==> src/hdl/wfe_pkg.sv <==
// Shared types and constants for the Wiegand frame encoder.
// Depends on nothing; every other file in hdl/ refers to it by scoped names.
package wfe_pkg;

  localparam int unsigned FRAME_W    = 64;  // frame_bits width
  localparam int unsigned LEN_W      = 7;   // frame_length width
  localparam int unsigned FLD_W      = 32;  // one input field
  localparam int unsigned FLEN_W     = 6;   // field length register
  localparam int unsigned POS_W      = 6;   // frame position
  localparam int unsigned PREG_W     = 7;   // signed parity position register
  localparam int unsigned STREAM_W   = 96;  // three fields back to back
  localparam int unsigned CFG_IDX_W  = 3;
  localparam int unsigned CFG_DATA_W = 64;

  // configuration register indexes
  localparam logic [CFG_IDX_W-1:0] REG_DEVICE_LEN = 3'd0;
  localparam logic [CFG_IDX_W-1:0] REG_CARD_LEN   = 3'd1;
  localparam logic [CFG_IDX_W-1:0] REG_DURESS_LEN = 3'd2;
  localparam logic [CFG_IDX_W-1:0] REG_EVEN_MASK  = 3'd3;
  localparam logic [CFG_IDX_W-1:0] REG_ODD_MASK   = 3'd4;
  localparam logic [CFG_IDX_W-1:0] REG_EVEN_POS   = 3'd5;
  localparam logic [CFG_IDX_W-1:0] REG_ODD_POS    = 3'd6;

  // reset layout: 26-bit frame
  localparam logic [FLEN_W-1:0]  RST_DEVICE_LEN = 6'd8;
  localparam logic [FLEN_W-1:0]  RST_CARD_LEN   = 6'd16;
  localparam logic [FLEN_W-1:0]  RST_DURESS_LEN = 6'd0;
  localparam logic [FRAME_W-1:0] RST_EVEN_MASK  = 64'd8190;
  localparam logic [FRAME_W-1:0] RST_ODD_MASK   = 64'd33546240;
  localparam logic [PREG_W-1:0]  RST_EVEN_POS   = 7'd0;
  localparam logic [PREG_W-1:0]  RST_ODD_POS    = 7'd25;

  typedef struct packed {
    logic [FLD_W-1:0] device_id;
    logic [FLD_W-1:0] card_number;
    logic [FLD_W-1:0] duress_id;
  } wfe_in_t;

  typedef struct packed {
    logic [FRAME_W-1:0] frame_bits;
    logic [LEN_W-1:0]   frame_length;
  } wfe_out_t;

  // decoded layout, derived from the configuration registers
  typedef struct packed {
    logic [FLEN_W-1:0]  dev_len;
    logic [FLEN_W-1:0]  card_len;
    logic [FLEN_W-1:0]  dur_len;
    logic [FRAME_W-1:0] even_mask;
    logic [FRAME_W-1:0] odd_mask;
    logic               even_on;
    logic               odd_on;
    logic [POS_W-1:0]   even_pos;
    logic [POS_W-1:0]   odd_pos;
    logic [LEN_W-1:0]   frame_length;
  } wfe_cfg_t;

endpackage

==> src/hdl/wfe_cfg_regs.sv <==
// Configuration register file and layout decode for the Wiegand frame encoder.
// Depends on wfe_pkg.
module wfe_cfg_regs #(
  parameter int unsigned MAX_FRAME_BITS = 64
) (
  input  logic                             clk_i,
  input  logic                             rst_ni,
  input  logic                             cfg_valid_i,
  input  logic [wfe_pkg::CFG_IDX_W-1:0]    cfg_index_i,
  input  logic [wfe_pkg::CFG_DATA_W-1:0]   cfg_data_i,
  output wfe_pkg::wfe_cfg_t                cfg_o
);

  localparam logic [wfe_pkg::FRAME_W:0] MaskWide =
    (65'(1) << MAX_FRAME_BITS) - 65'd1;
  localparam logic [wfe_pkg::FRAME_W-1:0] FrameMask = MaskWide[wfe_pkg::FRAME_W-1:0];
  localparam logic [wfe_pkg::LEN_W-1:0]   MaxBits   = wfe_pkg::LEN_W'(MAX_FRAME_BITS);
  localparam logic [wfe_pkg::FLEN_W-1:0]  FieldMax  = 6'd32;

  logic [wfe_pkg::FLEN_W-1:0]  dev_len_q, card_len_q, dur_len_q;
  logic [wfe_pkg::FRAME_W-1:0] even_mask_q, odd_mask_q;
  logic [wfe_pkg::PREG_W-1:0]  even_pos_q, odd_pos_q;

  logic                        even_pos_ok, odd_pos_ok;
  logic [wfe_pkg::LEN_W-1:0]   len_sum;

  always_ff @(posedge clk_i or negedge rst_ni) begin
    if (!rst_ni) begin
      dev_len_q   <= wfe_pkg::RST_DEVICE_LEN;
      card_len_q  <= wfe_pkg::RST_CARD_LEN;
      dur_len_q   <= wfe_pkg::RST_DURESS_LEN;
      even_mask_q <= wfe_pkg::RST_EVEN_MASK;
      odd_mask_q  <= wfe_pkg::RST_ODD_MASK;
      even_pos_q  <= wfe_pkg::RST_EVEN_POS;
      odd_pos_q   <= wfe_pkg::RST_ODD_POS;
    end else if (cfg_valid_i) begin
      unique case (cfg_index_i)
        wfe_pkg::REG_DEVICE_LEN: dev_len_q   <= cfg_data_i[wfe_pkg::FLEN_W-1:0];
        wfe_pkg::REG_CARD_LEN:   card_len_q  <= cfg_data_i[wfe_pkg::FLEN_W-1:0];
        wfe_pkg::REG_DURESS_LEN: dur_len_q   <= cfg_data_i[wfe_pkg::FLEN_W-1:0];
        wfe_pkg::REG_EVEN_MASK:  even_mask_q <= cfg_data_i[wfe_pkg::FRAME_W-1:0];
        wfe_pkg::REG_ODD_MASK:   odd_mask_q  <= cfg_data_i[wfe_pkg::FRAME_W-1:0];
        wfe_pkg::REG_EVEN_POS:   even_pos_q  <= cfg_data_i[wfe_pkg::PREG_W-1:0];
        wfe_pkg::REG_ODD_POS:    odd_pos_q   <= cfg_data_i[wfe_pkg::PREG_W-1:0];
        default: ;
      endcase
    end
  end

  always_comb begin
    // lengths above 32 saturate
    cfg_o.dev_len  = (dev_len_q  > FieldMax) ? FieldMax : dev_len_q;
    cfg_o.card_len = (card_len_q > FieldMax) ? FieldMax : card_len_q;
    cfg_o.dur_len  = (dur_len_q  > FieldMax) ? FieldMax : dur_len_q;

    cfg_o.even_mask = even_mask_q & FrameMask;
    cfg_o.odd_mask  = odd_mask_q  & FrameMask;
    cfg_o.even_pos  = even_pos_q[wfe_pkg::POS_W-1:0];
    cfg_o.odd_pos   = odd_pos_q[wfe_pkg::POS_W-1:0];

    // negative or out-of-frame position means no parity bit
    even_pos_ok = !even_pos_q[wfe_pkg::PREG_W-1] &&
                  ({1'b0, even_pos_q[wfe_pkg::POS_W-1:0]} < MaxBits);
    odd_pos_ok  = !odd_pos_q[wfe_pkg::PREG_W-1] &&
                  ({1'b0, odd_pos_q[wfe_pkg::POS_W-1:0]} < MaxBits);
    cfg_o.even_on = even_pos_ok && (cfg_o.even_mask != '0);
    cfg_o.odd_on  = odd_pos_ok  && (cfg_o.odd_mask  != '0);

    // a shared parity position counts once
    len_sum = wfe_pkg::LEN_W'(cfg_o.dev_len) + wfe_pkg::LEN_W'(cfg_o.card_len)
            + wfe_pkg::LEN_W'(cfg_o.dur_len) + wfe_pkg::LEN_W'(cfg_o.odd_on)
            + wfe_pkg::LEN_W'(cfg_o.even_on &&
                              !(cfg_o.odd_on && (cfg_o.odd_pos == cfg_o.even_pos)));
    cfg_o.frame_length = (len_sum > MaxBits) ? MaxBits : len_sum;
  end

endmodule

==> src/hdl/wfe_place.sv <==
// Data bit placement: packs the three fields MSB first and opens gaps at the
// enabled parity positions. Depends on wfe_pkg.
module wfe_place (
  input  wfe_pkg::wfe_in_t                item_i,
  input  wfe_pkg::wfe_cfg_t               cfg_i,
  output logic [wfe_pkg::FRAME_W-1:0]     data_frame_o
);

  localparam logic [6:0] StreamTop = 7'(wfe_pkg::STREAM_W);

  logic [wfe_pkg::FLD_W:0]      dev_m, card_m, dur_m;
  logic [6:0]                   sh_dev, sh_card, sh_dur;
  logic [wfe_pkg::STREAM_W-1:0] stream;
  logic [wfe_pkg::FRAME_W-1:0]  d, d1, d2;
  logic [wfe_pkg::FRAME_W-1:0]  gt_a, gt_b, at_a, at_b, sh0, sh1, sh2;
  logic                         gap_a_v, gap_b_v;
  logic [wfe_pkg::POS_W-1:0]    gap_a, gap_b;

  always_comb begin
    // field masks from 33-bit arithmetic so a length of 32 keeps every bit
    dev_m  = ((33'(1) << cfg_i.dev_len)  - 33'd1) & {1'b0, item_i.device_id};
    card_m = ((33'(1) << cfg_i.card_len) - 33'd1) & {1'b0, item_i.card_number};
    dur_m  = ((33'(1) << cfg_i.dur_len)  - 33'd1) & {1'b0, item_i.duress_id};

    // stream bit j sits at stream[95-j]
    sh_dev  = StreamTop - 7'(cfg_i.dev_len);
    sh_card = sh_dev  - 7'(cfg_i.card_len);
    sh_dur  = sh_card - 7'(cfg_i.dur_len);
    stream  = (wfe_pkg::STREAM_W'(dev_m)  << sh_dev)
            | (wfe_pkg::STREAM_W'(card_m) << sh_card)
            | (wfe_pkg::STREAM_W'(dur_m)  << sh_dur);

    for (int j = 0; j < wfe_pkg::FRAME_W; j++) begin
      d[j] = stream[wfe_pkg::STREAM_W-1-j];
    end
    d1 = {d[wfe_pkg::FRAME_W-2:0], 1'b0};
    d2 = {d[wfe_pkg::FRAME_W-3:0], 2'b0};

    // sorted gaps, a below b
    gap_a_v = 1'b0;
    gap_b_v = 1'b0;
    gap_a   = cfg_i.even_pos;
    gap_b   = cfg_i.odd_pos;
    if (cfg_i.even_on && cfg_i.odd_on && (cfg_i.even_pos != cfg_i.odd_pos)) begin
      gap_a_v = 1'b1;
      gap_b_v = 1'b1;
      if (cfg_i.odd_pos < cfg_i.even_pos) begin
        gap_a = cfg_i.odd_pos;
        gap_b = cfg_i.even_pos;
      end
    end else if (cfg_i.even_on) begin
      gap_a_v = 1'b1;
    end else if (cfg_i.odd_on) begin
      gap_a_v = 1'b1;
      gap_a   = cfg_i.odd_pos;
    end

    for (int k = 0; k < wfe_pkg::FRAME_W; k++) begin
      gt_a[k] = gap_a_v && (wfe_pkg::POS_W'(k) >  gap_a);
      gt_b[k] = gap_b_v && (wfe_pkg::POS_W'(k) >  gap_b);
      at_a[k] = gap_a_v && (wfe_pkg::POS_W'(k) == gap_a);
      at_b[k] = gap_b_v && (wfe_pkg::POS_W'(k) == gap_b);
    end

    // past gap b is also past gap a
    sh0 = ~(gt_a | gt_b);
    sh1 = gt_a ^ gt_b;
    sh2 = gt_a & gt_b;
    data_frame_o = ((d & sh0) | (d1 & sh1) | (d2 & sh2)) & ~(at_a | at_b);
  end

endmodule

==> src/hdl/wfe_parity.sv <==
// Parity insertion: odd bit first, then even parity over the updated frame.
// Depends on wfe_pkg.
module wfe_parity #(
  parameter int unsigned MAX_FRAME_BITS = 64
) (
  input  logic [wfe_pkg::FRAME_W-1:0] data_frame_i,
  input  wfe_pkg::wfe_cfg_t           cfg_i,
  output logic [wfe_pkg::FRAME_W-1:0] frame_bits_o
);

  localparam logic [wfe_pkg::FRAME_W:0] MaskWide =
    (65'(1) << MAX_FRAME_BITS) - 65'd1;
  localparam logic [wfe_pkg::FRAME_W-1:0] FrameMask = MaskWide[wfe_pkg::FRAME_W-1:0];

  logic                        odd_bit, even_bit;
  logic [wfe_pkg::FRAME_W-1:0] with_odd, with_even;

  always_comb begin
    odd_bit   = cfg_i.odd_on && !(^(data_frame_i & cfg_i.odd_mask));
    with_odd  = data_frame_i | (wfe_pkg::FRAME_W'(odd_bit) << cfg_i.odd_pos);
    // even parity sees the odd bit when it lies in the even range
    even_bit  = cfg_i.even_on && (^(with_odd & cfg_i.even_mask));
    with_even = with_odd | (wfe_pkg::FRAME_W'(even_bit) << cfg_i.even_pos);
    frame_bits_o = with_even & FrameMask;
  end

endmodule

==> src/hdl/wiegand_frame_encoder.sv <==
// Wiegand frame encoder, top level: handshake, item and result registers.
// Depends on wfe_pkg, wfe_cfg_regs, wfe_place and wfe_parity.
//
// Use:
//   Input channel in_valid_i/in_ready_o carries one wfe_in_t beat (device ID,
//   card number, duress ID). Output channel out_valid_o/out_ready_i returns one
//   wfe_out_t beat per input: frame bits (bit k = position k, sent first at 0)
//   and the frame length.
//   Configuration channel cfg_valid_i/cfg_ready_o writes one register per beat
//   (cfg_index_i selects it); it is always ready. Write only while idle.
// Timing:
//   An item is captured in the item register, then placement and parity run in
//   one pass of logic into the result register, which drives out_valid_o;
//   one item per cycle sustained while out_ready_i is high. The single logic
//   pass between the two registers sets that rate.
// Reset:
//   Both stages empty, registers back to the 26-bit layout.
// Stall:
//   With out_ready_i low the result holds; one more item waits in the item
//   register, after which in_ready_o drops until the result is taken.
module wiegand_frame_encoder #(
  parameter int unsigned MAX_FRAME_BITS = 64
) (
  input  logic                            clk_i,
  input  logic                            rst_ni,
  input  logic                            cfg_valid_i,
  output logic                            cfg_ready_o,
  input  logic [wfe_pkg::CFG_IDX_W-1:0]   cfg_index_i,
  input  logic [wfe_pkg::CFG_DATA_W-1:0]  cfg_data_i,
  input  logic                            in_valid_i,
  output logic                            in_ready_o,
  input  wfe_pkg::wfe_in_t                in_data_i,
  output logic                            out_valid_o,
  input  logic                            out_ready_i,
  output wfe_pkg::wfe_out_t               out_data_o
);

  localparam logic [wfe_pkg::FRAME_W:0] MaskWide =
    (65'(1) << MAX_FRAME_BITS) - 65'd1;
  localparam logic [wfe_pkg::FRAME_W-1:0] FrameMask = MaskWide[wfe_pkg::FRAME_W-1:0];

  wfe_pkg::wfe_cfg_t           cfg;
  wfe_pkg::wfe_in_t            item_q;
  wfe_pkg::wfe_out_t           res_q, res_d;
  logic                        item_valid_q, res_valid_q;
  logic                        in_fire, res_load;
  logic [wfe_pkg::FRAME_W-1:0] data_frame;
  logic [wfe_pkg::FRAME_W-1:0] frame_bits;

  assign cfg_ready_o = 1'b1;

  wfe_cfg_regs #(
    .MAX_FRAME_BITS(MAX_FRAME_BITS)
  ) u_cfg (
    .clk_i       (clk_i),
    .rst_ni      (rst_ni),
    .cfg_valid_i (cfg_valid_i),
    .cfg_index_i (cfg_index_i),
    .cfg_data_i  (cfg_data_i),
    .cfg_o       (cfg)
  );

  wfe_place u_place (
    .item_i       (item_q),
    .cfg_i        (cfg),
    .data_frame_o (data_frame)
  );

  wfe_parity #(
    .MAX_FRAME_BITS(MAX_FRAME_BITS)
  ) u_parity (
    .data_frame_i (data_frame),
    .cfg_i        (cfg),
    .frame_bits_o (frame_bits)
  );

  assign res_d = '{frame_bits: frame_bits, frame_length: cfg.frame_length};

  assign res_load   = item_valid_q && (!res_valid_q || out_ready_i);
  assign in_ready_o = !item_valid_q || res_load;
  assign in_fire    = in_valid_i && in_ready_o;

  always_ff @(posedge clk_i or negedge rst_ni) begin
    if (!rst_ni) begin
      item_valid_q <= 1'b0;
      res_valid_q  <= 1'b0;
    end else begin
      if (in_fire) begin
        item_valid_q <= 1'b1;
      end else if (res_load) begin
        item_valid_q <= 1'b0;
      end
      if (res_load) begin
        res_valid_q <= 1'b1;
      end else if (out_ready_i) begin
        res_valid_q <= 1'b0;
      end
    end
  end

  always_ff @(posedge clk_i) begin
    if (in_fire) begin
      item_q <= in_data_i;
    end
    if (res_load) begin
      res_q <= res_d;
    end
  end

  assign out_valid_o = res_valid_q;
  assign out_data_o  = res_q;

  // a waiting item must not move while the result stage is blocked
  a_item_held: assert property (@(posedge clk_i) disable iff (!rst_ni)
    item_valid_q && !res_load |=> item_valid_q && $stable(item_q))
    else $error("item register changed while blocked");

  a_load_shows: assert property (@(posedge clk_i) disable iff (!rst_ni)
    res_load |=> out_valid_o)
    else $error("loaded result not presented");

  a_len_cap: assert property (@(posedge clk_i) disable iff (!rst_ni)
    out_valid_o |-> out_data_o.frame_length <= wfe_pkg::LEN_W'(MAX_FRAME_BITS))
    else $error("frame length above frame size");

  a_frame_cap: assert property (@(posedge clk_i) disable iff (!rst_ni)
    out_valid_o |-> (out_data_o.frame_bits & ~FrameMask) == '0)
    else $error("frame bit set beyond frame size");

endmodule
==> config.mk <==
export PLATFORM = sky130hd
export DESIGN_NAME = wiegand_frame_encoder
export DESIGN_NICKNAME = d
export VERILOG_FILES = /design/src/hdl/wfe_pkg.sv /design/src/hdl/wfe_cfg_regs.sv /design/src/hdl/wfe_place.sv /design/src/hdl/wfe_parity.sv /design/src/hdl/wiegand_frame_encoder.sv
export SDC_FILE = /design/constraint.sdc
export NUM_CORES = 2
export LEC_CHECK = 0
export BUFFER_PORTS_ARGS = -buffer_cell sky130_fd_sc_hd__clkbuf_2
export CAP_MARGIN = 20
export CORE_ASPECT_RATIO = 1.2
export CORE_UTILIZATION = 28
export DETAILED_ROUTE_END_ITERATION = 16
export GPL_TIMING_DRIVEN = 0
export PLACE_DENSITY = 0.42
export SLEW_MARGIN = 25
export SYNTH_ARGS = -nofsm -noshare
export SYNTH_HDL_FRONTEND = slang
export SYNTH_SLANG_ARGS = --single-unit
export TNS_END_PERCENT = 5
==> constraint.sdc <==
create_clock -name clk_i -period 32.1 [get_ports clk_i]
set_input_delay 3.21 -clock clk_i [delete_from_list [all_inputs] [get_ports clk_i]]
set_output_delay 3.21 -clock clk_i [all_outputs]
set_load 0.03 [all_outputs]
==> summary.txt <==
Run status
  – Status: finished, final reports clean

Synthesis
  – Distinct cells, synth: 115
  – Avg Inst Size Synth: 7.84 µm²
  – EDFF count, synth: 167
  – Area share of the leading cell type in the synthesized netlist: 13.0%
  – Yosys warns: 0
  – Commonest cells in the netlist: nand2_1, nor2_1, nand3_1
  – Post-synthesis cell count: 4939
  – Syn_nets: 5274
  – Asr flop ratio synth: 49.2%
  – Synth area leaders: edfxtp_1, dfrtp_1, ha_1
  – Sequential element share of the synthesized area: 23.5%
  – Most common cell in the netlist: nand2_1
  – Most used DFF post-synth: edfxtp_1
  – Leading area contributor after synthesis: edfxtp_1
  – Synthesized area: 38700 µm²
  – Synth Register Bits: 329

Detailed routing
  – DRT Pass-1 Iters: 6
  – Total Wirelength: 313000 µm
  – Vias/cell: 6.70
  – Number of remaining DRC errors: 0
  – ANT nets after route: 0
  – Vias: 47700
  – Routed len/inst: 43.9 µm
  – Initial DRC Count: 6102

Timing
  – FMAX: 0.0482 GHz
  – Actual slew at the worst max-slew pin: 1.29 ns
  – Slew Viols, Final: 0
  – Final hold slack: 0.501 ns
  – Final setup fails: 0
  – Worst setup margin: 11.33 ns
  – Final Cycle Share: 64.7%
  – Slew headroom: 13.5%
  – Hold Vio Cnt, Final: 0
  – Final worst path period need: 20.77 ns
  – Fin Setup TNS: 0 ns
  – RSZ-0062 raised after global routing: false
  – Post-Route Skew: 0.0327 ns

Clock network
  – Clk_lat worst skew: 0.64 ns
  – Clock sink count: 329
  – CTS H-Tree Depth: 2
  – CTS Buf Count: 39
  – Count of cells resized by post-cts repair: 0
  – CTS max path bufs: 3
  – Postcts setup bufs: 0
  – Clock slew at reported path FFs: 0.06 ns
  – TritonCTS clock tree: yes
  – Clock root cell: clkbuf_16
  – Hold_buf cts: 0

Die
  – Num ports: 242
  – Die width: 341 µm
  – Die Footprint: 140000 µm²
  – Die Y: 409 µm
  – Core area: 137000 µm²
  – Initial Util: 28.2%
  – Number of placement rows: 149

Critical path
  – CP peak stage delay: 1.08 ns
  – CP Capture Type: flip-flop
  – WS Path Type: reg -> reg
  – Startpoint Class: flip-flop
  – CP max-delay cell: a311oi_1
  – Most frequent CP cell: clkbuf_1
  – Req. time, crit path: 32.49 ns
  – Worst-path maximum fanout: 12
  – Data arrival time of the critical path: 21.16 ns

Flow run
  – Max_cap viols: 0

Final layout
  – Layout cell share with drive strength beyond 1: 15.7%
  – Nets: 5598
  – Syn-to-layout area delta: 14.9%
  – Filler cells: 15000
  – Design area: 44500 µm²

Placement
  – Final HPWL DP: 258000 µm
  – Port-buffer cells: 238
  – Area after DPL: 43100 µm²
  – Setup WS pre-CTS: 12.14 ns
  – Final Wtd Congestion: 1.09

Global route
  – GRT Max-Usage Layer: met2
  – First-pass GRT wire length: 414000 µm
  – Initial antenna violation count: 18
  – Global route overflow: 0
  – Met3 Usage GRT: 10.5%
  – Gr usage total: 43.5%
  – Met1 Use GR: 45.5%
  – Largest net degree at the start of global routing: 81
  – Vias in the first global route: 45400
  – M2 GR Usage: 70.1%

Hold path
  – Hold Crit Class: reg -> reg
[registers in the layout, indices dropped and copies added, names as in the netlist]
register           cells
u_cfg.even_mask_q     64
u_cfg.dev_len_q        6
u_cfg.card_len_q       6
u_cfg.odd_pos_q        7
u_cfg.even_pos_q       7
u_cfg.odd_mask_q      64
u_cfg.dur_len_q        6
out_data_o            71
item_valid_q           1
item_q                96
out_valid_o            1
[final timing paths]
path,slack [ns],end,cells after the start,start
min in group asynchronous,2.45,u_cfg.dev_len_q[2],1,rst_ni
setup reg to reg,11.33,out_data_o[15],46,u_cfg.dev_len_q[5]
max in group asynchronous,28.41,u_cfg.odd_mask_q[19],3,rst_ni
setup / recovery,11.33,out_data_o[15],46,u_cfg.dev_len_q[5]
hold reg to reg,0.50,out_valid_o,1,item_valid_q
hold / removal,0.50,out_valid_o,1,item_valid_q
[kinds of logic after synthesis]
family	after synthesis	share of synthesized area, %
other cells	1	0.00969
xor+xnor	111	3.87
flops	329	23.5
mux	239	6.86
compound gates	1546	28.6
fa+ha+maj	167	5.59
buf+inv	542	5.53
simple gates	2004	26.0
[critical path: cells and delay by family (launching register included)]
kind / cells / cell delay (ns)
flops: 1 / 0.46
fa+ha+maj: 3 / 1.26
simple gates: 7 / 2.45
xor+xnor: 10 / 3.85
buf+inv: 16 / 8.66
compound gates: 10 / 3.75
[cells in the final DEF, fill, tap and decap left out, types with 76 or more instances in the layout]
master / count
nand2_1: 490
nor2_1: 433
nand3_1: 254
clkbuf_1: 241
clkbuf_2: 241
o21ai_0: 236
inv_1: 202
a21oi_1: 184
edfxtp_1: 167
mux2_2: 160
ha_1: 157
nor3_1: 149
dfrtp_1: 133
nand4_1: 87
a31oi_1: 87
o211ai_1: 76
[routing by layer]
| layer | vias up | wire (µm) |
|---|---|---|
| li1 | 19600 | - |
| met1 | 23500 | 107000 |
| met5 | - | 75 |
| met4 | 6 | 39100 |
| met2 | 3339 | 141000 |
| met3 | 1224 | 25200 |
[layout make-up]
class	count	area (µm²)	area share [%]
antenna	10	25.0	0.0562
buffer	330	1350	3.04
clock buffer	57	1080	2.44
timing repair buffer	283	1680	3.78
tap	1812	2270	5.10
inverter	212	796	1.79
multi-input combinational	4068	28100	63.0
sequential	329	9100	20.5
clock inverter	15	129	0.290
[stage by stage]
stage,cells,utilization (%)
finish,7116,32.4
global route,7110,32.4
CTS,7103,32.3
detailed placement,7031,31.4
global placement,6989,30.7
floorplan,4939,-
Power is left out: the tool's default activity adds up to more than one toggle a clock period on the data nets, which glitch-free logic cannot reach.
